==> config.mk <==
export PLATFORM = sky130hd
export DESIGN_NAME = arbb_regs_flat
export DESIGN_NICKNAME = d
export VERILOG_FILES = /design/src/arbb_pkg.sv /design/src/arbb_rect_if.sv /design/src/arbb_regs.sv /design/src/flat_wrapper.sv
export SDC_FILE = /design/constraint.sdc
export NUM_CORES = 1
export LEC_CHECK = 0
export BUFFER_PORTS_ARGS = -buffer_cell sky130_fd_sc_hd__buf_2
export CAP_MARGIN = 20
export CORE_ASPECT_RATIO = 1.4
export CORE_MARGIN = 2
export CORE_UTILIZATION = 51
export CTS_BUF_LIST = sky130_fd_sc_hd__clkbuf_16
export CTS_CLUSTER_DIAMETER = 40
export DETAILED_ROUTE_END_ITERATION = 16
export HOLD_SLACK_MARGIN = 0.15
export PLACE_DENSITY = 0.87
export SYNTH_ARGS = -nofsm -noshare
export SYNTH_HDL_FRONTEND = slang
export SYNTH_SLANG_ARGS = --single-unit
==> constraint.sdc <==
create_clock -name clk -period 2.11 [get_ports clk]
set_input_delay 0.5275 -clock clk [delete_from_list [all_inputs] [get_ports clk]]
set_output_delay 0.5275 -clock clk [all_outputs]
set_load 0.01 [all_outputs]
==> src/arbb_pkg.sv <==
`timescale 1ns / 1ps
// shared types, constants and saturation helper for the affine rectangle bounding box
// no dependencies; every other file imports this package

package arbb_pkg;

  localparam int FRAC_BITS   = 16;
  localparam int COORD_WIDTH = 32;

  localparam int CW     = COORD_WIDTH;
  localparam int EXT_W  = CW + 1;   // one add of two coordinates
  localparam int SUM_W  = CW + 2;   // sum of three coordinates
  localparam int PROD_W = 2 * CW;   // exact product

  localparam int CFG_IDX_W = 3;

  typedef logic signed [CW-1:0] coord_t;

  localparam coord_t CW_MAX     = coord_t'({1'b0, {(CW-1){1'b1}}});
  localparam coord_t CW_MIN     = coord_t'({1'b1, {(CW-1){1'b0}}});
  localparam coord_t CW_NEG_MAX = coord_t'({1'b1, {(CW-2){1'b0}}, 1'b1});
  localparam coord_t FX_ONE     = coord_t'({{(CW-FRAC_BITS-1){1'b0}}, 1'b1,
                                            {FRAC_BITS{1'b0}}});

  typedef enum logic [CFG_IDX_W-1:0] {
    REG_M_A     = 3'd0,
    REG_M_B     = 3'd1,
    REG_M_C     = 3'd2,
    REG_M_D     = 3'd3,
    REG_SHIFT_X = 3'd4,
    REG_SHIFT_Y = 3'd5
  } reg_idx_t;

  typedef struct packed {
    coord_t origin_x;
    coord_t origin_y;
    coord_t rect_width;
    coord_t rect_height;
  } rect_item_t;

  typedef struct packed {
    coord_t box_x;
    coord_t box_y;
    coord_t box_width;
    coord_t box_height;
    logic   passed_through;
  } box_item_t;

  typedef struct packed {
    coord_t m_a;
    coord_t m_b;
    coord_t m_c;
    coord_t m_d;
    coord_t shift_x;
    coord_t shift_y;
  } matrix_t;

  // stage control traveling alongside the data
  typedef struct packed {
    logic valid;
    logic pass;
  } stage_ctl_t;

  // the two distinct x and y values among the four corners
  typedef struct packed {
    coord_t x0;
    coord_t x1;
    coord_t y0;
    coord_t y1;
  } corner_t;

  // scaled matrix terms, one per matrix entry and distinct coordinate
  typedef struct packed {
    coord_t ax0;
    coord_t ax1;
    coord_t cy0;
    coord_t cy1;
    coord_t bx0;
    coord_t bx1;
    coord_t dy0;
    coord_t dy1;
  } term_t;

  // clamp a sign-extended wide value into the coordinate range
  function automatic coord_t sat_coord(input logic signed [PROD_W-1:0] v);
    logic [PROD_W-CW:0] hi_bits;
    hi_bits = v[PROD_W-1:CW-1];
    if ((&hi_bits) || !(|hi_bits)) begin
      return v[CW-1:0];
    end else if (v[PROD_W-1]) begin
      return CW_MIN;
    end else begin
      return CW_MAX;
    end
  endfunction

endpackage

==> src/arbb_rect_if.sv <==


interface arbb_cfg_if import arbb_pkg::*; ();
  logic                 valid;
  logic                 ready;
  logic [CFG_IDX_W-1:0] index;
  coord_t               data;

  modport source (output valid, output index, output data, input ready);
  modport sink   (input valid, input index, input data, output ready);
endinterface

==> src/arbb_regs.sv <==
`timescale 1ns / 1ps
// affine matrix and translation registers, written through the config channel
// depends on arbb_pkg and arbb_cfg_if

module arbb_regs import arbb_pkg::*; (
  input  logic            clk,
  input  logic            rst,
  arbb_cfg_if.sink        cfg,
  output matrix_t         matrix
);

  assign cfg.ready = 1'b1;

  always_ff @(posedge clk) begin
    if (rst) begin
      matrix.m_a     <= FX_ONE;
      matrix.m_b     <= '0;
      matrix.m_c     <= '0;
      matrix.m_d     <= FX_ONE;
      matrix.shift_x <= '0;
      matrix.shift_y <= '0;
    end else if (cfg.valid) begin
      unique case (reg_idx_t'(cfg.index))
        REG_M_A:     matrix.m_a     <= cfg.data;
        REG_M_B:     matrix.m_b     <= cfg.data;
        REG_M_C:     matrix.m_c     <= cfg.data;
        REG_M_D:     matrix.m_d     <= cfg.data;
        REG_SHIFT_X: matrix.shift_x <= cfg.data;
        REG_SHIFT_Y: matrix.shift_y <= cfg.data;
        default:     ; // unused indexes are dropped
      endcase
    end
  end

endmodule

==> src/flat_wrapper.sv <==
// flat-port wrapper written by rule: the top's interface ports become plain ports
module arbb_regs_flat import arbb_pkg::*;
  (clk, rst, matrix, cfg_valid, cfg_index, cfg_data, cfg_ready);
  arbb_cfg_if cfg_i ();
  input  logic clk;
  input  logic rst;
  output matrix_t matrix;
  input wire logic [$bits(cfg_i.valid)-1:0] cfg_valid;
  input wire logic [$bits(cfg_i.index)-1:0] cfg_index;
  input wire logic [$bits(cfg_i.data)-1:0] cfg_data;
  output wire logic [$bits(cfg_i.ready)-1:0] cfg_ready;
  assign cfg_i.valid = cfg_valid;
  assign cfg_i.index = cfg_index;
  assign cfg_i.data = cfg_data;
  assign cfg_ready = cfg_i.ready;
  arbb_regs u_core (.clk(clk), .rst(rst), .cfg(cfg_i), .matrix(matrix));
endmodule
==> results.ini <==
[critical_path]
path_cells=buf_2
start_kind=flip-flop
arrival_ns=0.92
critical-path-slowest-cell=dfxtp_1
worst-setup-path-type=flip-flop to output port
worstPathRequired_ns=1.58
critPathBufInv=1
slowest_delay_ns=0.36
cp_max_fo=2
path_delay_family=flip-flops
end_kind=output port

[yosys]
yosysTopAreaCell=dfxtp_1
ys_warn_count=0
synth.lib_cells_used.distinct=14
synth_edf_count=0
ys_seq_area_frac=0.513
netlist_top_cells_count=222 x nand2b_1, 192 x dfxtp_1, 192 x mux2i_1
async_flop_share=0
ys_ff_latch=192
synth_area_leaders=dfxtp_1 51%, mux2i_1 26%, nand2b_1 19%, clkbuf_1 1.4%, buf_2 1.1%
synth_most_common_cell=nand2b_1
synth_top_flop_cell=dfxtp_1
synthCells=668
syn_nets=706
synth_top_area_frac=0.513
synth_area_um2=7490
avgSynthCellArea_um2=11.2

[placed_design]
gp_congestion=0.801
pre_cts_ws_ns=0.369
place_hpwl_mm=12.7
dpl_cell_area_um2=8910
dp.cells=1051
port_buffers=229

[cts]
cts_buffers=17
cts_resized=0
path_clk_slew_ns=0.07
clock_path_buffers=2
clock-sinks=192
cts-root-buf=clkbuf_16
cts_tree=built
cts_setup_buffers=0
cts_hold_buf=0
clk_latency_ns=0.41
ctsHtreeMaxLevel=4

[cells_and_area]
nFillCells=1176
syn_to_final_growth_pct=26.6
nets=919
largest_reg_flops=192
final_layout_size_suffix_gt1_frac=0.314
final_cells=1083
top_regs=u_core.matrix: 192 flops
post-route-cell-area_um2=9490
antenna_cells=0
largest-register=u_core.matrix

[detailed_routing]
drc=0
viasPerCell=5.00
wl_per_cell_um=16.7
drt_pass1_iterations=4
drt-total-wl_mm=18.1
first_iter_violations=189
dr_total_vias=5417
postRouteAntennaNets=0

[global_route]
grt_overflow=0
grt_max_degree=79
grt_pass1_vias=5365
antenna_found_initial=0
grt_first_pass_wirelength_mm=28.2
gr-usage-all-layers=0.229

[timing]
hold_viol_final=0
fin_ws_ns=0.659
fin_crit_sh=0.688
skew_ns=0
fin_crit_ns=1.45
drv_slew=0
finalSetupViolCount=0
setup_tns_ns=0
fmax_ghz=0.689
rsz0062_at_grt=false

[power]
internal-power_mw=5.62
p_leak_nw=5.09
power_frac_seq=0.505
power_switching_mw=1.78
combPwrFrac=0.074
ir_worst_vdd_mv=0.472
pwr-share-clk=0.421
p_sw_frac=0.241
power.density_nw_per_um2=781

[worst_hold_path]
hp-class=input port to flip-flop

[floorplan]
die_area_um2=15700
core_um2=14400
start_util=0.519
ios=231
die_h_um=147
num_rows=52
die_width_um=106

[run_status]
outcome=finished clean

[job]
max_cap_violations=0

==> through the flow <==
step                hold WS, ns  power (mW)  utilization
finish                    0.421        7.41        0.657
floorplan                 0.493        4.15            -
global route              0.411        7.67        0.657
global placement          0.453        4.37        0.617
CTS                       0.407        7.48        0.657
detailed placement        0.461        4.38        0.617
==> power groups by stage <==
stage,Sequential [mW],Clock (mW),Combinational [mW]
final,3.74,3.12,0.548
after global routing,3.75,3.33,0.589
after CTS,3.74,3.18,0.555
after detailed placement,3.82,0,0.552
after global placement,3.82,0,0.547
after floorplan,3.86,0,0.291
==> logic make-up after synthesis <==
family / count (synthesis) / synth area share
AND/OR/NAND/NOR: 233 / 0.198
multiplexers: 192 / 0.257
flip-flops: 192 / 0.513
buffers and inverters: 50 / 0.0319
other: 1 / 0.000501
==> tightest hold or removal path, cell delays in order <==
cell and delay (ns):
buf_2 0.10, nor2_1 0.06, mux2i_1 0.11
==> per-layer routing <==
layer  routed length, um  global-route usage
met1                7440               0.266
met2                9210               0.403
met3                 852              0.0534
met4                 559              0.0981
met5                   0                   0
==> layout make-up <==
class,count,area [um^2],area share
well taps,189,236,0.0249
clock inverters,15,150,0.0158
repair buffers,244,1360,0.144
clock buffers,17,425,0.0448
flip-flops and latches,192,3840,0.405
multi-input cells,426,3470,0.366
==> layout by cell type (no fill, tap or decap), types with 2 or more instances in the layout <==
master / netlist / layout
inv_8: 0 / 2
buf_12: 0 / 8
mux2i_1: 192 / 192
nand4b_1: 2 / 2
clkinvlp_4: 0 / 2
buf_2: 17 / 228
inv_6: 0 / 4
nor2_1: 3 / 3
dfxtp_1: 192 / 192
nand4bb_4: 0 / 2
clkinv_4: 0 / 5
nand2b_1: 222 / 222
buf_4: 2 / 8
clkbuf_16: 0 / 17
==> worst paths after layout <==
| path | slack (ns) | from | cells past startpoint | to |
|---|---|---|---|---|
| hold reg to reg | 0.47 | u_core.matrix[126] | 2 | u_core.matrix[126] |
| setup reg to reg | 1.46 | u_core.matrix[152] | 2 | u_core.matrix[152] |
| setup / recovery | 0.66 | u_core.matrix[130] | 1 | matrix[130] |
| hold / removal | 0.42 | cfg_data[16] | 3 | u_core.matrix[80] |
(Power assumes the default switching activity.)
