`src/arbb_pkg.sv`:
```
`timescale 1ns / 1ps
// shared types, constants and saturation helper for the affine rectangle bounding box
// no dependencies; every other file imports this package

package arbb_pkg;

  localparam int FRAC_BITS   = 16;
  localparam int COORD_WIDTH = 32;

  localparam int CW     = COORD_WIDTH;
  localparam int EXT_W  = CW + 1;   // one add of two coordinates
  localparam int SUM_W  = CW + 2;   // sum of three coordinates
  localparam int PROD_W = 2 * CW;   // exact product

  localparam int CFG_IDX_W = 3;

  typedef logic signed [CW-1:0] coord_t;

  localparam coord_t CW_MAX     = coord_t'({1'b0, {(CW-1){1'b1}}});
  localparam coord_t CW_MIN     = coord_t'({1'b1, {(CW-1){1'b0}}});
  localparam coord_t CW_NEG_MAX = coord_t'({1'b1, {(CW-2){1'b0}}, 1'b1});
  localparam coord_t FX_ONE     = coord_t'({{(CW-FRAC_BITS-1){1'b0}}, 1'b1,
                                            {FRAC_BITS{1'b0}}});

  typedef enum logic [CFG_IDX_W-1:0] {
    REG_M_A     = 3'd0,
    REG_M_B     = 3'd1,
    REG_M_C     = 3'd2,
    REG_M_D     = 3'd3,
    REG_SHIFT_X = 3'd4,
    REG_SHIFT_Y = 3'd5
  } reg_idx_t;

  typedef struct packed {
    coord_t origin_x;
    coord_t origin_y;
    coord_t rect_width;
    coord_t rect_height;
  } rect_item_t;

  typedef struct packed {
    coord_t box_x;
    coord_t box_y;
    coord_t box_width;
    coord_t box_height;
    logic   passed_through;
  } box_item_t;

  typedef struct packed {
    coord_t m_a;
    coord_t m_b;
    coord_t m_c;
    coord_t m_d;
    coord_t shift_x;
    coord_t shift_y;
  } matrix_t;

  // stage control traveling alongside the data
  typedef struct packed {
    logic valid;
    logic pass;
  } stage_ctl_t;

  // the two distinct x and y values among the four corners
  typedef struct packed {
    coord_t x0;
    coord_t x1;
    coord_t y0;
    coord_t y1;
  } corner_t;

  // scaled matrix terms, one per matrix entry and distinct coordinate
  typedef struct packed {
    coord_t ax0;
    coord_t ax1;
    coord_t cy0;
    coord_t cy1;
    coord_t bx0;
    coord_t bx1;
    coord_t dy0;
    coord_t dy1;
  } term_t;

  // clamp a sign-extended wide value into the coordinate range
  function automatic coord_t sat_coord(input logic signed [PROD_W-1:0] v);
    logic [PROD_W-CW:0] hi_bits;
    hi_bits = v[PROD_W-1:CW-1];
    if ((&hi_bits) || !(|hi_bits)) begin
      return v[CW-1:0];
    end else if (v[PROD_W-1]) begin
      return CW_MIN;
    end else begin
      return CW_MAX;
    end
  endfunction

endpackage

```
`src/arbb_corner.sv`:
```
`timescale 1ns / 1ps
// first pipeline stage: far corner sums and marker origin detection
// depends on arbb_pkg

module arbb_corner import arbb_pkg::*; (
  input  logic       clk,
  input  logic       rst,
  input  logic       en,
  input  logic       in_valid,
  input  rect_item_t in_item,
  output stage_ctl_t ctl,
  output corner_t    corner,
  output rect_item_t raw
);

  logic   marker;
  coord_t far_x;
  coord_t far_y;

  always_comb begin
    marker = (in_item.origin_x == CW_MAX) || (in_item.origin_x == CW_NEG_MAX) ||
             (in_item.origin_y == CW_MAX) || (in_item.origin_y == CW_NEG_MAX);
    far_x  = sat_coord(PROD_W'(EXT_W'(in_item.origin_x) + EXT_W'(in_item.rect_width)));
    far_y  = sat_coord(PROD_W'(EXT_W'(in_item.origin_y) + EXT_W'(in_item.rect_height)));
  end

  always_ff @(posedge clk) begin
    if (rst) begin
      ctl.valid <= 1'b0;
    end else if (en) begin
      ctl.valid <= in_valid;
    end
  end

  always_ff @(posedge clk) begin
    if (en) begin
      ctl.pass  <= marker;
      corner.x0 <= in_item.origin_x;
      corner.x1 <= far_x;
      corner.y0 <= in_item.origin_y;
      corner.y1 <= far_y;
      raw       <= in_item;
    end
  end

endmodule

```
`config.mk`:
```
export PLATFORM = sky130hd
export DESIGN_NAME = arbb_corner
export DESIGN_NICKNAME = d
export VERILOG_FILES = /design/src/arbb_pkg.sv /design/src/arbb_corner.sv
export SDC_FILE = /design/constraint.sdc
export NUM_CORES = 1
export LEC_CHECK = 0
export ABC_AREA = 1
export BUFFER_PORTS_ARGS = -buffer_cell sky130_fd_sc_hd__buf_2
export CORE_UTILIZATION = 47
export CTS_CLUSTER_DIAMETER = 200
export CTS_CLUSTER_SIZE = 8
export DETAILED_ROUTE_END_ITERATION = 7
export MAX_ROUTING_LAYER = met4
export PLACE_DENSITY = 0.78
export SLEW_MARGIN = 20
export SYNTH_ARGS = -nofsm -noshare
export SYNTH_HDL_FRONTEND = slang
export SYNTH_SLANG_ARGS = --single-unit
```
`constraint.sdc`:
```
create_clock -name clk -period 2.3 [get_ports clk]
set_input_delay 0.46 -clock clk [delete_from_list [all_inputs] [get_ports clk]]
set_output_delay 0.46 -clock clk [all_outputs]
set_load 0.02 [all_outputs]
```
==> results of run 1 <==
==> cells by family after synthesis <==
group	share of synthesized area (%)
xor+xnor	2.661
fa+ha+maj	7.095
mux	0.08446
compound gates	5.564
simple gates	25.63
flops	49.07
buf+inv	9.892
==> where the power goes <==
part	switching (mW)	internal [mW]	total, mW
Combinational	2.33	1.57	3.89
Sequential	0.124	4.42	4.54
Clock	1.44	1.42	2.86
==> final timing paths <==
| path | from | end | slack (ns) | cells after the start |
|---|---|---|---|---|
| setup / recovery | in_item[21] | corner[10] | 0.14 | 13 |
| hold / removal | rst | ctl[1] | 0.16 | 2 |
| setup reg to reg | ctl[1] | ctl[1] | 1.71 | 2 |
| hold reg to reg | ctl[1] | ctl[1] | 0.51 | 2 |
==> synthesized netlist by cell type (all sizes together) <==
cell	instances	area share (%)
nand2	475	16
edfxtp	193	49
inv	152	4.8
nor2	116	4.1
buf	74	5.1
a21oi	65	2.8
ha	64	6.8
nand3	43	2.2
o21ai	30	1.8
xor2	28	2.1
nand4	20	1.1
nand3b	16	1.0
nor4	15	0.79
o21bai	14	0.89
xnor2	8	0.59
nor3	7	0.30
fa	2	0.34
or2	2	0.11
dfxtp	1	0.17
mux2i	1	0.084
nor4b	1	0.074
o211ai	1	0.063
==> stage by stage <==
| step | hold slack [ns] | total power [mW] | util, % | setup TNS, ns | area (µm²) |
|---|---|---|---|---|---|
| floorplan | 0.5324 | 6.811 | - | 0 | 11870 |
| global placement | 0.4724 | 8.379 | 65.10 | -15.50 | 15970 |
| detailed placement | 0.4944 | 8.474 | 65.10 | -17.76 | 15970 |
| CTS | 0.1544 | 11.31 | 67.32 | 0 | 16520 |
| global route | 0.1712 | 11.78 | 67.53 | 0 | 16570 |
| finish | 0.1616 | 11.29 | 67.53 | 0 | 16570 |
==> final cells by class <==
cell class / instances / share of cell area [%]
Sequential cell: 194 / 35.10
Multi-Input combinational cell: 909 / 29.72
Timing Repair Buffer: 686 / 25.94
Inverter: 152 / 3.444
Clock buffer: 18 / 2.590
Tap cell: 324 / 2.447
Clock inverter: 13 / 0.7099
Antenna cell: 3 / 0.04531
==> worst max-delay path, delay by kind of cell <==
family | cells | cell delay [ns]
buf+inv | 3 | 0.42
simple gates | 9 | 1.11
fa+ha+maj | 1 | 0.36
==> per-layer routing <==
layer	global-route usage, %	up-vias	wire (µm)
met5	-	-	0
met4	11.66	0	1454
met3	3.900	76	1897
met2	50.24	392	18380
met1	30.88	5140	13880
li1	-	5599	-
==> registers in the layout, indices dropped and copies added, names as in the netlist <==
signal / flops
raw: 128
corner: 64
ctl: 2
==> repair_timing <==
action | 4_1_cts | 5_1_grt
hold buffers | 0 | 0
endpoints found under the setup margin | 0 | 40
resized for setup | 0 | 9
==> qor.yml, run 1 <==
dp_slack_ns: -0.3469
layout.nets: 2158
regArea_mm2: 0.005816
worst_slew_pin_slew_ns: 0.3698
initial_core_util_pct: 48.31
multiInputGateArea_mm2: 0.004925
syn_inst: 1328
place_congestion: 0.9550
layout_commonest_cell: "nand2_1"
drt_first_pass_iters: 7
grt_pass1_wl_mm: 54.54
status: "complete, no violations"
syn-num-nets: 1526
design.die.area_mm2: 0.02586
clock_latency_ns: 0.44
drcViolationCount: 0
numCtsBuffers: 17
required_ns: 2.50
dp_hpwl_mm: 29.47
worst-setup-path-type: "in2reg"
rsz0062_at_grt: "false"
setup_viol: 0
drtIter0Drc: 712
postCtsSetupBuffers: 0
syn_area_mm2: 0.01185
first_global_vias: 11104
ctsHtreeMaxLevel: 4
critPathCaptureType: "register"
setup_ws_ns: 0.1380
relSlewSlack_pct: 75.00
hp-class: "in2reg"
root_buffer: "clkbuf_16"
fin_crit_ns: 2.162
final_cell_mix: "nand2_1 (441), buf_2 (388), buf_4 (288)"
ys_types: 35
drv_cap: 0
dp_cells: 2264
path_clk_slew_ns: 0.08
ios: 390
layoutNonFillerInstCount: 2299
grt_max_degree: 51
worst-path-max-fanout: 15
area_growth_pct: 39.80
routed_wl_mm: 35.61
post_drt_wl_per_cell_um: 15.49
pwr_density_cell_mw_per_mm2: 681.7
n_fill_cell: 2061
critPathMaxStageDelay_ns: 0.36
fin_crit_sh_pct: 94.00
grt_remaining_overflow: 0
antenna_found_initial: 3
fmax_mhz: 462.5
cts.sinks: 194
p_leak_nw: 8.528
ir_drop_mv: 0.4027
num_vias: 11207
ant_nets: 0
crit_chain: "buf_2, ha_1, nand2_1, buf_4, nor2_1, nand2_1, nor2_1, nand2_2, nand3_2, nand2_4, nand2_4, buf_12, nand2_1"
cts_buffer_depth: 2
drive_above_1_share_pct: 40.52
crit_top_cell: "nand2_1"
grtUsageTotal_pct: 27.93
coreArea_mm2: 0.02453
viasPerCell: 4.875
hold_viol: 0
cp-start-kind: "input port"
synth_seq_area_share_pct: 49.07
rows: 57
die_x_um: 160.8
cp.arrival_ns: 2.36
die_h_um: 160.8
synth_area_per_cell_um2: 8.924
cts_tree: "yes"
ys_ff_latch: 194
slew_violations: 0
yosysWarnings: 0
io_buffers: 389
clock_skew_ns: 0
cp_slowest_cell: "ha_1"
Power figures use the tool's default switching activity.
==> run 2: changes to the inputs <==
==> constraint.sdc (replaced) <==
create_clock -name clk -period 1.75 [get_ports clk]
set_input_delay 0.35 -clock clk [delete_from_list [all_inputs] [get_ports clk]]
set_output_delay 0.35 -clock clk [all_outputs]
set_load 0.02 [all_outputs]
==> run 2 against run 1 <==
The flow now finishes with violations (setup timing). Sequential share of layout area fell by 4.0 points. Non-clock buffer count up 45. Sequential cell count did not move. Critical endpoint is now corner[73]. Largest power group is now combinational logic.
==> qor.yml, run 2 (synthesis gave the netlist of run 1 again) <==
ir_drop_mv: 0.5357  # +33%
drv_cap: 0  # unchanged
n_fill_cell: 1622  # -21%
die_h_um: 160.8  # unchanged
drtIter0Drc: 830  # +17%
clock_skew_ns: 0  # unchanged
power_switching_mw: 5.820  # +50%
worstHoldEndpoint: "ctl[1]"
total_power_mw: 16.23  # +44%
critPathCaptureType: "register"
dp_slack_ns: -0.7577  # -0.4108 ns
ctsHtreeMaxLevel: 4  # unchanged
worst-path-max-fanout: 5  # -10
hp-class: "in2reg"
cts.sinks: 194  # unchanged
rows: 57  # unchanged
grt_remaining_overflow: 0  # unchanged
pwr-share-comb_pct: 39.8  # +5.3 points
root_buffer: "clkbuf_16"
coreArea_mm2: 0.02453  # unchanged
rsz0062_at_grt: "true"
cellInternalPower_mw: 10.41  # +41%
status: "finished, violations left"
layout_commonest_cell: "buf_2"
ios: 390  # unchanged
setup_ws_ns: -0.2638  # -0.4017 ns
top_regs: "raw x128, corner x64, ctl x2"
hold_viol: 0  # unchanged
clock_latency_ns: 0.43  # about the same
ff2ff_setup_slack_ns: 1.15  # -0.56 ns
holdBufCountCts: 0  # unchanged
pwr_density_cell_mw_per_mm2: 868.0  # +27%
slew_violations: 0  # unchanged
place_congestion: 1.009  # +5.7%
cp.arrival_ns: 2.20  # -0.16 ns
regArea_mm2: 0.005816  # unchanged
first_global_vias: 12172  # +9.6%
die_x_um: 160.8  # unchanged
grtUsageTotal_pct: 32.23  # +4.3 points
violations: "setup timing"
seqPwrFrac_pct: 37.0  # -3.2 points
worst-setup-path-type: "in2reg"
relSlewSlack_pct: 72.33  # -2.7 points
grt_max_degree: 37  # -27%
dp_hpwl_mm: 29.98  # +1.8%
drcViolationCount: 0  # unchanged
layout.nets: 2208  # +2.3%
ant_nets: 0  # unchanged
min_from: "rst"
initial_core_util_pct: 48.31  # unchanged
final_cell_mix: "buf_2 (381), nand2_1 (337), buf_4 (315)"
cts_tree: "yes"
reg2reg_from: "ctl[1]"
clkPwrFrac_pct: 23.2  # -2.1 points
p_leak_nw: 9.047  # +6.1%
drt_first_pass_iters: 5  # -2
post_drt_wl_per_cell_um: 18.40  # +19%
drive_above_1_share_pct: 52.18  # +12 points
cp-start-kind: "input port"
required_ns: 1.94  # -0.56 ns
cts_buffer_depth: 2  # unchanged
rr_worst_depth: 2  # unchanged
routed_wl_mm: 43.22  # +21%
io_buffers: 389  # unchanged
antenna_found_initial: 3  # unchanged
grt_pass1_wl_mm: 62.18  # +14%
regMostFlops: "raw"
area_growth_pct: 57.75
fin_crit_sh_pct: 115.1
path_clk_slew_ns: 0.07  # about the same
viasPerCell: 5.230  # +7.3%
multiInputGateArea_mm2: 0.006454  # +31%
numCtsBuffers: 17  # unchanged
fin_crit_ns: 2.014
design.die.area_mm2: 0.02586  # unchanged
hold-worst-slack_ns: 0.06651  # -0.09505 ns
switching_share_pct: 35.86  # +1.4 points
setup_viol: 62  # +62
worst_slew_pin_slew_ns: 0.4113  # +0.04153 ns
num_vias: 12285  # +9.6%
largest_reg_flops: 128  # unchanged
r2r_end: "ctl[1]"
fmax_mhz: 496.6
min_delay_path_depth: 2  # unchanged
## run 2: cell count changes in the layout (fill, tap and decap cells not counted), moves of 14 or more
| cell | change |
|---|---|
| nand2_1 | -104 |
| nand2_4 | +28 |
| nand2_2 | +69 |
| a21oi_1 | -16 |
| ha_1 | -57 |
| a21oi_2 | +14 |
| buf_4 | +27 |
| nor2_1 | -17 |
| ha_4 | +57 |
## run 2: metal layers
metal / wire [µm] / global-route usage [%]
met1: 15440 / 32.92
met2: 23160 / 60.25
met3: 2428 / 4.545
met4: 2193 / 15.35
met5: 0 / -
## run 2: worst max path at each step
stage	to	cells after the start	slack, ns	startpoint
after global routing	corner[89]	17	-0.32	in_item[49]
final	corner[73]	16	-0.26	in_item[103]
after CTS	corner[26]	17	-0.14	in_item[64]
after global placement	corner[82]	12	-0.65	in_item[46]
after floorplan	corner[66]	14	-0.41	in_item[32]
after detailed placement	corner[70]	15	-0.76	in_item[32]
## run 2: timing repair
action	4_1_cts	5_1_grt
setup buffers	21	7
resized for setup	184	121
endpoints found under the setup margin	62	63
pin swaps	39	49
gates cloned	11	2
## run 2: area by class of cell
| class | count | area share [%] |
|---|---|---|
| Antenna cell | 3 | 0.04016 |
| Clock buffer | 20 | 2.336 |
| Clock inverter | 11 | 0.5220 |
| Inverter | 152 | 3.079 |
| Multi-Input combinational cell | 914 | 34.52 |
| Sequential cell | 194 | 31.11 |
| Tap cell | 324 | 2.168 |
| Timing Repair Buffer | 731 | 26.23 |
## run 2: metrics by stage
step | TNS, ns | util [%] | cell area [µm²] | cells
global placement | -38.06 | 65.50 | 16070 | 2275
detailed placement | -42.07 | 65.50 | 16070 | 2275
floorplan | -20.44 | - | 11900 | 1328
global route | -15.68 | 76.20 | 18700 | 2349
CTS | -6.658 | 74.04 | 18160 | 2338
finish | -11.46 | 76.20 | 18700 | 2349
## run 2: worst max-delay path, cell delays in order
cell     delay (ns)
buf_2          0.13
ha_4           0.27
buf_4          0.11
nand2_1        0.09
inv_2          0.10
nand2_2        0.07
nor2_2         0.10
nand2_1        0.09
nand2_2        0.13
nand2_4        0.08
nand3_4        0.13
buf_12         0.14
buf_6          0.10
nand3_4        0.14
nand2_2        0.11
nand2_2        0.06
## run 2: power by group through the flow
| stage | clock network (mW) | logic (mW) | registers [mW] |
|---|---|---|---|
| 2_1_floorplan | 0 | 2.17 | 6.80 |
| 3_3_place_gp | 0 | 4.95 | 6.08 |
| 3_5_place_dp | 0 | 5.06 | 6.10 |
| 4_1_cts | 3.75 | 5.93 | 6.00 |
| 5_1_grt | 3.93 | 6.81 | 6.04 |
| 6_report | 3.77 | 6.46 | 6.00 |
==> run 3: changes to the inputs <==
--- a/config.mk
+++ b/config.mk
@@ -6,13 +6,15 @@
 export NUM_CORES = 1
 export LEC_CHECK = 0
 export ABC_AREA = 1
-export BUFFER_PORTS_ARGS = -buffer_cell sky130_fd_sc_hd__buf_2
+export BUFFER_PORTS_ARGS = -buffer_cell sky130_fd_sc_hd__buf_4
 export CORE_UTILIZATION = 47
 export CTS_CLUSTER_DIAMETER = 200
 export CTS_CLUSTER_SIZE = 8
 export DETAILED_ROUTE_END_ITERATION = 7
+export HOLD_SLACK_MARGIN = 0.08
 export MAX_ROUTING_LAYER = met4
 export PLACE_DENSITY = 0.78
+export RECOVER_POWER = 25
 export SLEW_MARGIN = 20
 export SYNTH_ARGS = -nofsm -noshare
 export SYNTH_HDL_FRONTEND = slang
==> run 3 against run 2 <==
The flow finishes with violations (capacitance limit, slew limit, setup timing). Global-route usage grew 1.4 points. Critical endpoint is now corner[21]. Via count grew 0.76%. Sequential power is essentially flat. Design area grew 4.4%. Clock-buffer cell count shrank 2. Sequential cell count is the same. Die area is the same. Largest power group unchanged. Critical path depth shrank 1. Clock power grew 5.6%. Combinational power grew 7.1%. Power grew 4.4%. Hold slack gained 0.022 ns. Highest routed layer unchanged.
==> qor.yml, run 3 (synthesis gave the netlist of run 1 again) <==
grt_max_degree: 61  # +65%
worstHoldEndpoint: "raw[32]"
drt_first_pass_iters: 5  # unchanged
hold_viol: 0  # unchanged
cp-start-kind: "input port"
min_from: "in_item[32]"
numCtsBuffers: 17  # unchanged
path_clk_slew_ns: 0.08  # about the same
setup_viol: 169  # +170%
status: "finished, violations left"
routed_wl_mm: 45.38  # +5.0%
switching_share_pct: 35.20  # -0.67 points
clock_latency_ns: 0.43  # about the same
design.die.area_mm2: 0.02586  # unchanged
initial_core_util_pct: 48.31  # unchanged
area_growth_pct: 64.62
antenna_found_initial: 1  # -2
cts_buffer_depth: 2  # unchanged
clock_skew_ns: 0  # unchanged
fmax_mhz: 492.4  # -0.84%
grt_remaining_overflow: 0  # unchanged
ctsHtreeMaxLevel: 4  # unchanged
r2r_end: "ctl[1]"
cts_tree: "yes"
first_global_vias: 12276  # +0.85%
reg2reg_from: "ctl[1]"
ir_drop_mv: 0.6479  # +21%
p_leak_nw: 9.245  # +2.2%
drtIter0Drc: 875  # +5.4%
grt_pass1_wl_mm: 64.60  # +3.9%
post_drt_wl_per_cell_um: 19.12  # +3.9%
cp.arrival_ns: 2.22  # +0.02 ns
rr_worst_depth: 2  # unchanged
dp_hpwl_mm: 30.87  # +3.0%
required_ns: 1.94  # about the same
drive_above_1_share_pct: 48.58  # -3.6 points
top_regs: "raw x128, corner x64, ctl x2"
num_vias: 12378  # +0.76%
pwr_density_cell_mw_per_mm2: 867.9  # about the same
layout.nets: 2234  # +1.2%
n_fill_cell: 1570  # -3.2%
power_switching_mw: 5.960  # +2.4%
relSlewSlack_pct: -3.842  # -76 points
drv_cap: 1  # +1
regMostFlops: "raw"
die_h_um: 160.8  # unchanged
multiInputGateArea_mm2: 0.006384  # -1.1%
viasPerCell: 5.216  # -0.26%
fin_tns_setup_ns: -17.42  # -5.968 ns
io_buffers: 389  # unchanged
ant_nets: 0  # unchanged
rows: 57  # unchanged
largest_reg_flops: 128  # unchanged
cts.sinks: 194  # unchanged
final_cell_mix: "buf_4 (637), nand2_1 (346), edfxtp_1 (193)"
worst_slew_pin_slew_ns: 1.558  # +1.146 ns
critPathCaptureType: "register"
worst-setup-path-type: "in2reg"
ff2ff_setup_slack_ns: 1.13  # -0.02 ns
drcViolationCount: 0  # unchanged
dp_slack_ns: -0.7216  # +0.03607 ns
slew_violations: 19  # +19
ios: 390  # unchanged
regArea_mm2: 0.005816  # unchanged
seqPwrFrac_pct: 35.6  # -1.4 points
rsz0062_at_grt: "true"
pwr-share-comb_pct: 40.9  # +1.1 points
place_congestion: 0.9473  # -6.1%
coreArea_mm2: 0.02453  # unchanged
clkPwrFrac_pct: 23.5  # +0.3 points
fin_crit_ns: 2.031  # +0.01710 ns
grtUsageTotal_pct: 33.61  # +1.4 points
root_buffer: "clkbuf_16"
worst-path-max-fanout: 7  # +2
min_delay_path_depth: 1  # -1
fin_crit_sh_pct: 116.0  # +0.98 points
setup_ws_ns: -0.2809  # -0.01710 ns
violations: "capacitance limit, slew limit, setup timing"
die_x_um: 160.8  # unchanged
layout_commonest_cell: "buf_4"
hp-class: "in2reg"
cellInternalPower_mw: 10.97  # +5.4%
run 3: per-stage QoR:
step / hold slack, ns / total power [mW] / area, µm² / utilization [%] / cells
floorplan: 0.4224 / 8.969 / 11900 / - / 1328
global placement: 0.4782 / 11.55 / 17080 / 69.63 / 2284
detailed placement: 0.5187 / 11.65 / 17080 / 69.63 / 2284
CTS: 0.08465 / 16.45 / 19240 / 78.42 / 2357
global route: 0.08145 / 17.52 / 19510 / 79.52 / 2373
finish: 0.08844 / 16.93 / 19510 / 79.52 / 2373
run 3: power groups by stage:
stage | combinational, mW | sequential, mW | clock, mW
after floorplan | 2.17 | 6.80 | 0
after global placement | 5.44 | 6.10 | 0
after detailed placement | 5.54 | 6.11 | 0
after CTS | 6.45 | 6.02 | 3.98
after global routing | 7.28 | 6.08 | 4.16
final | 6.92 | 6.03 | 3.98
run 3: how the worst max path moves through the flow:
stage / end / slack, ns / from
after floorplan: corner[66] / -0.41 / in_item[32]
after global placement: corner[82] / -0.68 / in_item[32]
after detailed placement: corner[82] / -0.72 / in_item[32]
after CTS: corner[65] / -0.18 / in_item[32]
after global routing: corner[93] / -0.36 / in_item[47]
final: corner[21] / -0.28 / in_item[6]
run 3: area by class of cell:
type,instances,area share [%]
antenna,1,0.01283
clock buffer,18,2.200
clock inverter,13,0.7183
inverter,152,2.924
multi-input combinational,915,32.72
sequential,194,29.81
tap,324,2.078
timing repair buffer,756,29.54
run 3: critical path, cell delays in order:
cell and delay (ns):
clkbuf_1 0.13, ha_4 0.31, nand2_2 0.07, nor2_1 0.22, nand2_2 0.11, nand2_2 0.10
nand2_2 0.07, nand2_4 0.09, nand2_4 0.07, nand3_4 0.13, nand2_8 0.10, nand2_8 0.11
buf_12 0.12, buf_12 0.14, o21ai_2 0.06
run 3: timing repair:
action	4_1_cts	5_1_grt
buffers inserted	30	15
endpoints found under the setup margin	62	62
cloned	11	2
pin swaps	44	50
endpoints found under the hold margin	1	0
hold buffers	1	0
resized for setup	177	100
run 3: per-layer routing:
metal  up-vias  part of all wire, %  GRT usage (%)
li1       5761                    -              -
met1      5807                   35          35.86
met2       655                   53          61.20
met3       155                  6.4          4.184
met4         0                  5.0          16.60
met5         -                    0              -
